[config.mk]
export PLATFORM = sky130hd
export DESIGN_NAME = rgb_to_hsl_unit_flat
export DESIGN_NICKNAME = d
export VERILOG_FILES = /design/src/rtl/core/rhsl_pkg.sv /design/src/rtl/core/rhsl_pixel_if.sv /design/src/rtl/core/rhsl_hsl_if.sv /design/src/rtl/core/rhsl_front.sv /design/src/rtl/core/rhsl_divider.sv /design/src/rtl/core/rgb_to_hsl_unit.sv /design/src/flat_wrapper.sv
export SDC_FILE = /design/constraint.sdc
export NUM_CORES = 2
export LEC_CHECK = 0
export BUFFER_PORTS_ARGS = -buffer_cell sky130_fd_sc_hd__clkbuf_2
export CAP_MARGIN = 20
export CORE_ASPECT_RATIO = 1.1
export CORE_MARGIN = 4
export CORE_UTILIZATION = 50
export CTS_BUF_LIST = sky130_fd_sc_hd__clkbuf_4 sky130_fd_sc_hd__clkbuf_8
export DETAILED_ROUTE_END_ITERATION = 10
export PLACE_DENSITY = 0.65
export SLEW_MARGIN = 15
export SYNTH_ARGS = -nofsm -noshare
export SYNTH_HDL_FRONTEND = slang
export SYNTH_HIERARCHICAL = 1
export SYNTH_SLANG_ARGS = --single-unit
export TNS_END_PERCENT = 5
[constraint.sdc]
create_clock -name clk -period 8.7 [get_ports clk]
set_clock_uncertainty 0.15 [all_clocks]
set_input_delay 0.435 -clock clk [delete_from_list [all_inputs] [get_ports clk]]
set_output_delay 0.435 -clock clk [all_outputs]
set_load 0.02 [all_outputs]
[src/rtl/core/rhsl_pkg.sv]
// Shared types, constants and the divider step for the RGB to HSL converter.
// Depends on nothing; rhsl_front, rhsl_divider and rgb_to_hsl_unit import it.
`timescale 1ns / 1ps

package rhsl_pkg;

	// Width of every numerator and denominator handed to the divider.
	// The largest denominator is six times the channel spread (1530).
	localparam int DEN_W = 11;

	// Lightness divisor and the split point of the saturation formula.
	localparam logic [DEN_W-1:0] LIGHT_DEN = DEN_W'(510);
	localparam logic [8:0]       SAT_SPLIT = 9'd255;

	// One division lane: running partial remainder and its divisor.
	typedef struct packed {
		logic [DEN_W-1:0] rem;
		logic [DEN_W-1:0] den;
	} rhsl_lane_t;

	// The three divisions that one pixel needs, all started together.
	typedef struct packed {
		rhsl_lane_t hue;
		rhsl_lane_t sat;
		rhsl_lane_t light;
	} rhsl_div_req_t;

	// Result of one restoring division step.
	typedef struct packed {
		logic [DEN_W-1:0] rem;
		logic             qbit;
	} rhsl_step_t;

	// One restoring division step. The first step produces the integer bit
	// and compares without shifting; every later step shifts in a zero.
	function automatic rhsl_step_t div_step(input rhsl_lane_t lane, input logic first);
		logic [DEN_W:0] t;
		rhsl_step_t     r;
		t      = first ? {1'b0, lane.rem} : {lane.rem, 1'b0};
		r.qbit = (t >= {1'b0, lane.den});
		r.rem  = r.qbit ? DEN_W'(t - {1'b0, lane.den}) : t[DEN_W-1:0];
		return r;
	endfunction

endpackage

[src/rtl/core/rhsl_pixel_if.sv]
// Request channel carrying one 8-bit RGB pixel with a valid/ready handshake.
// Stand-alone; no package needed.
`timescale 1ns / 1ps

interface rhsl_pixel_if;
	logic       valid;
	logic       ready;
	logic [7:0] red;
	logic [7:0] green;
	logic [7:0] blue;

	modport source (output valid, output red, output green, output blue, input ready);
	modport sink   (input valid, input red, input green, input blue, output ready);
endinterface

[src/rtl/core/rhsl_hsl_if.sv]
// Request channel carrying one HSL result with a valid/ready handshake.
// Field widths follow the fraction width parameter.
`timescale 1ns / 1ps

interface rhsl_hsl_if #(parameter int FRAC_BITS = 16);
	logic                 valid;
	logic                 ready;
	logic [FRAC_BITS-1:0] hue;
	logic [FRAC_BITS:0]   saturation;
	logic [FRAC_BITS:0]   lightness;

	modport source (output valid, output hue, output saturation, output lightness,
		input ready);
	modport sink   (input valid, input hue, input saturation, input lightness,
		output ready);
endinterface

[src/rtl/core/rhsl_front.sv]
// Front end: finds the channel extremes, then forms the numerators and
// denominators of hue, saturation and lightness. Uses rhsl_pkg.
`timescale 1ns / 1ps

module rhsl_front (
	input  logic                   clk,
	input  logic                   arst_n,
	input  logic                   in_valid,
	output logic                   in_ready,
	input  logic [7:0]             red,
	input  logic [7:0]             green,
	input  logic [7:0]             blue,
	output logic                   req_valid,
	input  logic                   req_ready,
	output rhsl_pkg::rhsl_div_req_t req
);
	import rhsl_pkg::*;

	localparam logic [1:0] SEL_RED   = 2'd0;
	localparam logic [1:0] SEL_GREEN = 2'd1;
	localparam logic [1:0] SEL_BLUE  = 2'd2;

	logic             v_s1, v_s2;
	logic             rdy_s1, rdy_s2;
	logic [7:0]       r_s1, g_s1, b_s1, mx_s1, mn_s1;
	logic [1:0]       sel_s1;
	rhsl_div_req_t    req_s2;

	logic [7:0]       mx, mn;
	logic [1:0]       sel;
	logic [7:0]       d;
	logic [8:0]       sum;
	logic [DEN_W-1:0] d_w, r_w, g_w, b_w, six_d;
	rhsl_div_req_t    req_d;

	// A stage takes a new request when it is empty or its contents move on.
	assign rdy_s2   = ~v_s2 | req_ready;
	assign rdy_s1   = ~v_s1 | rdy_s2;
	assign in_ready = rdy_s1;

	// Largest and smallest channel; ties favor red, then green.
	always_comb begin
		mx = red;
		mn = red;
		if (green > mx) mx = green;
		if (blue > mx) mx = blue;
		if (green < mn) mn = green;
		if (blue < mn) mn = blue;
		if (mx == red) begin
			sel = SEL_RED;
		end else if (mx == green) begin
			sel = SEL_GREEN;
		end else begin
			sel = SEL_BLUE;
		end
	end

	always_ff @(posedge clk or negedge arst_n) begin
		if (!arst_n) begin
			v_s1 <= 1'b0;
		end else if (rdy_s1) begin
			v_s1 <= in_valid;
		end
	end

	always_ff @(posedge clk) begin
		if (rdy_s1 && in_valid) begin
			r_s1   <= red;
			g_s1   <= green;
			b_s1   <= blue;
			mx_s1  <= mx;
			mn_s1  <= mn;
			sel_s1 <= sel;
		end
	end

	// Spread, sum and the sextant numerator of the hue.
	always_comb begin
		d     = mx_s1 - mn_s1;
		sum   = {1'b0, mx_s1} + {1'b0, mn_s1};
		d_w   = DEN_W'(d);
		r_w   = DEN_W'(r_s1);
		g_w   = DEN_W'(g_s1);
		b_w   = DEN_W'(b_s1);
		six_d = (d_w << 2) + (d_w << 1);

		case (sel_s1)
			SEL_RED: begin
				if (g_s1 >= b_s1) begin
					req_d.hue.rem = g_w - b_w;
				end else begin
					req_d.hue.rem = six_d - (b_w - g_w);
				end
			end
			SEL_GREEN: req_d.hue.rem = (d_w << 1) + b_w - r_w;
			SEL_BLUE:  req_d.hue.rem = (d_w << 2) + r_w - g_w;
			default:   req_d.hue.rem = '0;
		endcase
		req_d.hue.den = six_d;

		req_d.sat.rem = d_w;
		if (sum <= SAT_SPLIT) begin
			req_d.sat.den = DEN_W'(sum);
		end else begin
			req_d.sat.den = LIGHT_DEN - DEN_W'(sum);
		end

		// A grey pixel has no hue and no saturation.
		if (d == 8'd0) begin
			req_d.hue.rem = '0;
			req_d.hue.den = DEN_W'(1);
			req_d.sat.rem = '0;
			req_d.sat.den = DEN_W'(1);
		end

		req_d.light.rem = DEN_W'(sum);
		req_d.light.den = LIGHT_DEN;
	end

	always_ff @(posedge clk or negedge arst_n) begin
		if (!arst_n) begin
			v_s2 <= 1'b0;
		end else if (rdy_s2) begin
			v_s2 <= v_s1;
		end
	end

	always_ff @(posedge clk) begin
		if (rdy_s2 && v_s1) begin
			req_s2 <= req_d;
		end
	end

	assign req_valid = v_s2;
	assign req       = req_s2;

	// The hue numerator never reaches six times the spread.
	a_hue_below_turn: assert property (@(posedge clk) disable iff (!arst_n)
		v_s2 |-> (req_s2.hue.rem < req_s2.hue.den))
		else $error("hue numerator not below its divisor");

	// Saturation never exceeds one: its numerator is at most its divisor.
	a_sat_le_one: assert property (@(posedge clk) disable iff (!arst_n)
		v_s2 |-> (req_s2.sat.rem <= req_s2.sat.den))
		else $error("saturation numerator above its divisor");

endmodule

[src/rtl/core/rhsl_divider.sv]
// Pipelined restoring divider: three lanes share one valid bit and each
// stage resolves one quotient bit per lane. Uses rhsl_pkg.
`timescale 1ns / 1ps

module rhsl_divider #(
	parameter int FRAC_BITS = 16
) (
	input  logic                    clk,
	input  logic                    arst_n,
	input  logic                    req_valid,
	output logic                    req_ready,
	input  rhsl_pkg::rhsl_div_req_t req,
	output logic                    out_valid,
	input  logic                    out_ready,
	output logic [FRAC_BITS-1:0]    hue,
	output logic [FRAC_BITS:0]      saturation,
	output logic [FRAC_BITS:0]      lightness
);
	import rhsl_pkg::*;

	// One stage for the integer bit and one per fraction bit.
	localparam int STAGES = FRAC_BITS + 1;

	logic [STAGES-1:0] valid_s;
	logic [STAGES:0]   rdy;
	rhsl_div_req_t     lanes_s [STAGES];
	logic [FRAC_BITS:0] qh_s   [STAGES];
	logic [FRAC_BITS:0] qs_s   [STAGES];
	logic [FRAC_BITS:0] ql_s   [STAGES];

	assign rdy[STAGES] = out_ready;
	assign req_ready   = rdy[0];

	for (genvar k = 0; k < STAGES; k++) begin : g_stage
		logic               v_in;
		rhsl_div_req_t      l_in;
		logic [FRAC_BITS:0] qh_in, qs_in, ql_in;
		rhsl_step_t         sh, ss, sl;

		// Previous stage, or the incoming request for the first one.
		if (k == 0) begin : g_head
			assign v_in  = req_valid;
			assign l_in  = req;
			assign qh_in = '0;
			assign qs_in = '0;
			assign ql_in = '0;
		end else begin : g_body
			assign v_in  = valid_s[k-1];
			assign l_in  = lanes_s[k-1];
			assign qh_in = qh_s[k-1];
			assign qs_in = qs_s[k-1];
			assign ql_in = ql_s[k-1];
		end

		assign rdy[k] = ~valid_s[k] | rdy[k+1];

		// One quotient bit per lane.
		always_comb begin
			sh = div_step(l_in.hue, k == 0);
			ss = div_step(l_in.sat, k == 0);
			sl = div_step(l_in.light, k == 0);
		end

		always_ff @(posedge clk or negedge arst_n) begin
			if (!arst_n) begin
				valid_s[k] <= 1'b0;
			end else if (rdy[k]) begin
				valid_s[k] <= v_in;
			end
		end

		always_ff @(posedge clk) begin
			if (rdy[k] && v_in) begin
				lanes_s[k].hue   <= '{rem: sh.rem, den: l_in.hue.den};
				lanes_s[k].sat   <= '{rem: ss.rem, den: l_in.sat.den};
				lanes_s[k].light <= '{rem: sl.rem, den: l_in.light.den};
				qh_s[k]          <= {qh_in[FRAC_BITS-1:0], sh.qbit};
				qs_s[k]          <= {qs_in[FRAC_BITS-1:0], ss.qbit};
				ql_s[k]          <= {ql_in[FRAC_BITS-1:0], sl.qbit};
			end
		end
	end

	// The last stage doubles as the output register.
	assign out_valid  = valid_s[STAGES-1];
	assign hue        = qh_s[STAGES-1][FRAC_BITS-1:0];
	assign saturation = qs_s[STAGES-1];
	assign lightness  = ql_s[STAGES-1];

	// Hue lies below one full turn, so its integer bit stays clear.
	a_hue_int_clear: assert property (@(posedge clk) disable iff (!arst_n)
		valid_s[STAGES-1] |-> !qh_s[STAGES-1][FRAC_BITS])
		else $error("hue quotient has an integer bit");

	// A saturation of one carries no fraction bits.
	a_sat_max: assert property (@(posedge clk) disable iff (!arst_n)
		(valid_s[STAGES-1] && saturation[FRAC_BITS]) |-> (saturation[FRAC_BITS-1:0] == '0))
		else $error("saturation above one");

	// A lightness of one carries no fraction bits.
	a_light_max: assert property (@(posedge clk) disable iff (!arst_n)
		(valid_s[STAGES-1] && lightness[FRAC_BITS]) |-> (lightness[FRAC_BITS-1:0] == '0))
		else $error("lightness above one");

endmodule

[src/rtl/core/rgb_to_hsl_unit.sv]
// Top level of the RGB to HSL converter: front end plus pipelined divider.
// Depends on rhsl_pkg, rhsl_pixel_if, rhsl_hsl_if, rhsl_front, rhsl_divider.
`timescale 1ns / 1ps

// Usage
// The pixel channel takes one 8-bit RGB request; the result channel returns
// hue, saturation and lightness as unsigned fractions with FRAC_BITS
// fraction bits, truncated. Saturation and lightness are one bit wider so
// that the value one (full saturation, white) can be shown.
// From acceptance to a valid result a pixel passes two front-end stages,
// then one restoring-division stage per quotient bit (integer bit plus
// FRAC_BITS fraction bits), the last of which is the output register.
// While the receiver holds ready high, a new pixel can be accepted on every
// clock, so the sustained rate is one pixel per cycle.
// Reset clears every stage valid bit; the pipeline then stands empty and
// ready. When the receiver holds ready low, the result stays on the outputs
// unchanged, and stages behind it keep filling until they are full, so the
// pixel channel drops ready only once every stage holds a request.
// Each result follows its pixel in order; none is lost or repeated.

module rgb_to_hsl_unit #(
	parameter int FRAC_BITS = 16
) (
	input  logic          clk,
	input  logic          arst_n,
	rhsl_pixel_if.sink    pix,
	rhsl_hsl_if.source    hsl
);
	import rhsl_pkg::*;

	logic          req_valid;
	logic          req_ready;
	rhsl_div_req_t req;

	// Extremes, spread and the three numerator/divisor pairs.
	rhsl_front u_front (
		.clk       (clk),
		.arst_n    (arst_n),
		.in_valid  (pix.valid),
		.in_ready  (pix.ready),
		.red       (pix.red),
		.green     (pix.green),
		.blue      (pix.blue),
		.req_valid (req_valid),
		.req_ready (req_ready),
		.req       (req)
	);

	// One quotient bit per stage for all three outputs.
	rhsl_divider #(
		.FRAC_BITS (FRAC_BITS)
	) u_divider (
		.clk        (clk),
		.arst_n     (arst_n),
		.req_valid  (req_valid),
		.req_ready  (req_ready),
		.req        (req),
		.out_valid  (hsl.valid),
		.out_ready  (hsl.ready),
		.hue        (hsl.hue),
		.saturation (hsl.saturation),
		.lightness  (hsl.lightness)
	);

endmodule

[src/flat_wrapper.sv]
// flat-port wrapper written by rule: the top's interface ports become plain ports
module rgb_to_hsl_unit_flat import rhsl_pkg::*;
#(
	parameter int FRAC_BITS = 16
)
  (clk, arst_n, pix_valid, pix_red, pix_green, pix_blue, pix_ready, hsl_valid, hsl_hue, hsl_saturation, hsl_lightness, hsl_ready);
  rhsl_pixel_if pix_i ();
  rhsl_hsl_if #(.FRAC_BITS(FRAC_BITS)) hsl_i ();
  input  logic clk;
  input  logic arst_n;
  input wire logic [$bits(pix_i.valid)-1:0] pix_valid;
  input wire logic [$bits(pix_i.red)-1:0] pix_red;
  input wire logic [$bits(pix_i.green)-1:0] pix_green;
  input wire logic [$bits(pix_i.blue)-1:0] pix_blue;
  output wire logic [$bits(pix_i.ready)-1:0] pix_ready;
  output wire logic [$bits(hsl_i.valid)-1:0] hsl_valid;
  output wire logic [$bits(hsl_i.hue)-1:0] hsl_hue;
  output wire logic [$bits(hsl_i.saturation)-1:0] hsl_saturation;
  output wire logic [$bits(hsl_i.lightness)-1:0] hsl_lightness;
  input wire logic [$bits(hsl_i.ready)-1:0] hsl_ready;
  assign pix_i.valid = pix_valid;
  assign pix_i.red = pix_red;
  assign pix_i.green = pix_green;
  assign pix_i.blue = pix_blue;
  assign pix_ready = pix_i.ready;
  assign hsl_valid = hsl_i.valid;
  assign hsl_hue = hsl_i.hue;
  assign hsl_saturation = hsl_i.saturation;
  assign hsl_lightness = hsl_i.lightness;
  assign hsl_i.ready = hsl_ready;
  rgb_to_hsl_unit #(.FRAC_BITS(FRAC_BITS)) u_core (.clk(clk), .arst_n(arst_n), .pix(pix_i), .hsl(hsl_i));
endmodule
==> results.json <==
{
  "outcome": "completed",
  "drt-vias-per-instance": 5.38,
  "path_class": "input pin to register",
  "nNetsFinal": 7575,
  "final_cell_mix": "edfxtp_1 (1588), inv_1 (764), ha_1 (652)",
  "vias": 49700,
  "port_buffers": 79,
  "fp.dieH_um": 439,
  "ys.flop_type": "edfxtp_1",
  "drc_errors": 0,
  "core_area_um2": 167000,
  "synth-seq-cells": 1607,
  "grt_pass1_vias": 52700,
  "worstReg2RegStart": "u_core/u_front/mx_s1[0]",
  "path_buf_inv": 3,
  "min_period_over_period": 0.589,
  "hpwl_um": 114000,
  "hp-start": "pix_blue[0]",
  "clkLatencyLatePin_ns": 0.98,
  "drive_gt1_frac": 0.140,
  "syn_area_um2": 84300,
  "finalSetupTns_ns": 0,
  "gp_congestion": 0.880,
  "initial_utilization": 0.505,
  "grt_pass1_wl_um": 253000,
  "rsz0062_at_grt": "false",
  "hold_slack_ns": 0.128,
  "final_common_cell": "edfxtp_1",
  "synth_edf_count": 1588,
  "startpoint_type": "input pin",
  "finalHoldViolCount": 0,
  "fin_crit_ns": 5.13,
  "slew_headroom": 0.260,
  "worstPathCellList": "dlygate4sd3_1, clkbuf_2, inv_1, ha_1, nor2b_1, o211ai_1, a21oi_1, o21ai_2, mux2i_1, ha_1, nand3_1, nor2_1, a32oi_1, and2_1, nor3_1, o21ba_2, a221oi_1, nand4_1, and2_1",
  "finalSetupViolCount": 0,
  "cts_tree": "yes",
  "p_per_area_nw_per_um2": 374,
  "dr.pass1.iters": 9,
  "dieArea_um2": 175000,
  "routed_wl_um": 153000,
  "max_freq_ghz": 0.195,
  "ir_drop_mv": 0.175,
  "cp_top_family": "compound AO/OA/AOI/OAI gates",
  "critical-path-max-stage-delay_ns": 0.82,
  "first_iter_violations": 2096,
  "syn_to_final_growth_pct": 10.3,
  "cp-startpoint": "pix_red[1]",
  "grt_start_max_net_pins": 72,
  "worstPathMaxFanout": 19,
  "ant_nets": 0,
  "io_pins": 80,
  "grt_use_total": 0.175,
  "root_buffer": "clkbuf_8",
  "slew_violations": 0,
  "cts_max_level": 5,
  "yosysUniqueCellTypes": 100,
  "worstMarginPinSlew_ns": 1.11,
  "cap_violations": 0,
  "min_path_type": "input pin to register",
  "cts_buffers": 283,
  "wire_per_inst_um": 16.6,
  "cts_sinks": 1607,
  "cts_resized": 0,
  "overflow": 0,
  "die_x_um": 400,
  "end_kind": "register",
  "antenna_found_initial": 1,
  "yosys_warnings": 6,
  "slowest_stage": "o21ai_2",
  "netlist_instances": 6452,
  "clockBufferDepth": 4,
  "p_leak_nw": 37.2,
  "path_clk_slew_ns": 0.06,
  "post-route-util": 0.556,
  "worst_ep_required_time_ns": 9.28,
  "seq_area_frac_synth": 0.571,
  "arrival_ns": 5.71,
  "synth.avg_cell_area_um2": 13.1,
  "synthArstFlopShare": 0.0118,
  "num_rows": 157
}
per-stage QoR:
step                      instance area [um2]  worst slack, ns  total power, mW  cells
after global placement                  87200             3.00             27.9   8708
after global routing                    93000             3.31             37.5   9251
after CTS                               92800             3.61             35.1   9224
final                                   93000             3.57             34.8   9251
after floorplan                         84400             1.87             25.1   6466
after detailed placement                87300             3.03             28.3   8713
registers in the layout, summed over array words and instances (netlist names):
name                           cells
u_core/u_divider/ql_s            153
u_core/u_front/b_s1                8
u_core/u_divider/out_valid         1
u_core/u_divider/qh_s            136
u_core/u_divider/qs_s            153
u_core/u_divider/g_stage.v_in     16
u_core/u_front/req_valid           1
u_core/u_divider/lanes_s        1056
u_core/u_front/g_s1                8
u_core/u_front/mx_s1               8
u_core/u_front/req                48
u_core/u_front/mn_s1               8
u_core/u_front/r_s1                8
u_core/u_front/sel_s1              2
u_core/u_front/v_s1                1
layout make-up:
cell class / count / area [um2]
repair buffers: 164 / 1110
fillers: 13600 / 74100
flip-flops and latches: 1607 / 48200
well taps: 2226 / 2790
multi-input cells: 4004 / 32800
diodes: 2 / 5.00
clock buffers: 368 / 4600
inverters: 766 / 2880
clock inverters: 114 / 662
repair_timing:
action | in CTS | in global routing
hold buffers | 29 | 1
endpoints found under the setup margin | 0 | 0
hold endpoints to repair | 68 | 19
buffers inserted | 0 | 0
worst register-to-register path: cells and delay by family (launching register included):
kind	cells	cell delay, ns
flip-flops	1	0.39
adder cells (fa/ha/maj)	4	1.19
buffers and inverters	3	0.39
AO/OA/AOI/OAI	8	1.64
AND/OR/NAND/NOR	1	0.12
XOR/XNOR	3	0.76
synthesized netlist by cell type (11+ instances only):
cell type,number,area share
a2bb2oi_1,51,0.0053
a21o_1,83,0.0074
nand2_1,209,0.0093
nand4_1,103,0.0076
xor2_1,147,0.015
nand3b_1,47,0.0042
nand2b_1,30,0.0022
mux2_2,370,0.049
a31oi_1,143,0.011
nand3_1,38,0.0023
nor2_1,371,0.017
and2_1,115,0.0085
mux2i_1,70,0.0083
ha_1,652,0.097
nor2b_1,147,0.011
edfxtp_1,1588,0.57
a21oi_1,182,0.011
dfrtp_1,19,0.0056
o2111ai_1,99,0.010
nor3_1,151,0.0090
inv_1,764,0.034
o211ai_1,48,0.0043
buf_4,64,0.0057
o221ai_1,53,0.0055
a41oi_1,11,0.0011
a311o_1,45,0.0053
clkbuf_1,16,0.00071
xnor2_1,288,0.030
and3_1,45,0.0033
o41ai_1,37,0.0038
o21ai_0,133,0.0079
o21a_1,115,0.010
fa_1,69,0.016
kinds of logic after synthesis:
logic type | share of synthesized area
AOI/OAI and AO/OA | 0.0920
xor gates and xnor gates | 0.0459
adders and majority gates | 0.113
buffers and inverters | 0.0415
DFF | 0.571
muxes | 0.0590
other | 0.0000890
and+or+nand+nor | 0.0776
path summary, 6_finish.rpt:
check,end,slack (ns),depth (start not counted)
min,u_core/u_front/b_s1[0],0.13,2
max,u_core/u_front/sel_s1[1],3.57,19
min in group asynchronous,u_core/u_divider/g_stage[14].v_in,0.49,4
max in group asynchronous,u_core/u_front/v_s1,7.52,4
max reg2reg,u_core/u_front/req[65],3.83,19
min reg2reg,u_core/u_divider/qs_s[1][59],0.22,0
power by group:
group / switching (mW) / internal, mW
clock network: 2.92 / 3.61
registers: 1.07 / 12.0
logic: 8.03 / 7.21
total: 12.0 / 22.8
routing by layer:
metal / GRT usage / vias up / wire, um
li1: - / 24700 / -
met1: 0.189 / 23900 / 59900
met2: 0.336 / 793 / 83100
met3: 0.0315 / 332 / 5410
met4: 0.0692 / 0 / 4780
met5: 0 / - / 0
Power figures use the tool's default switching activity.
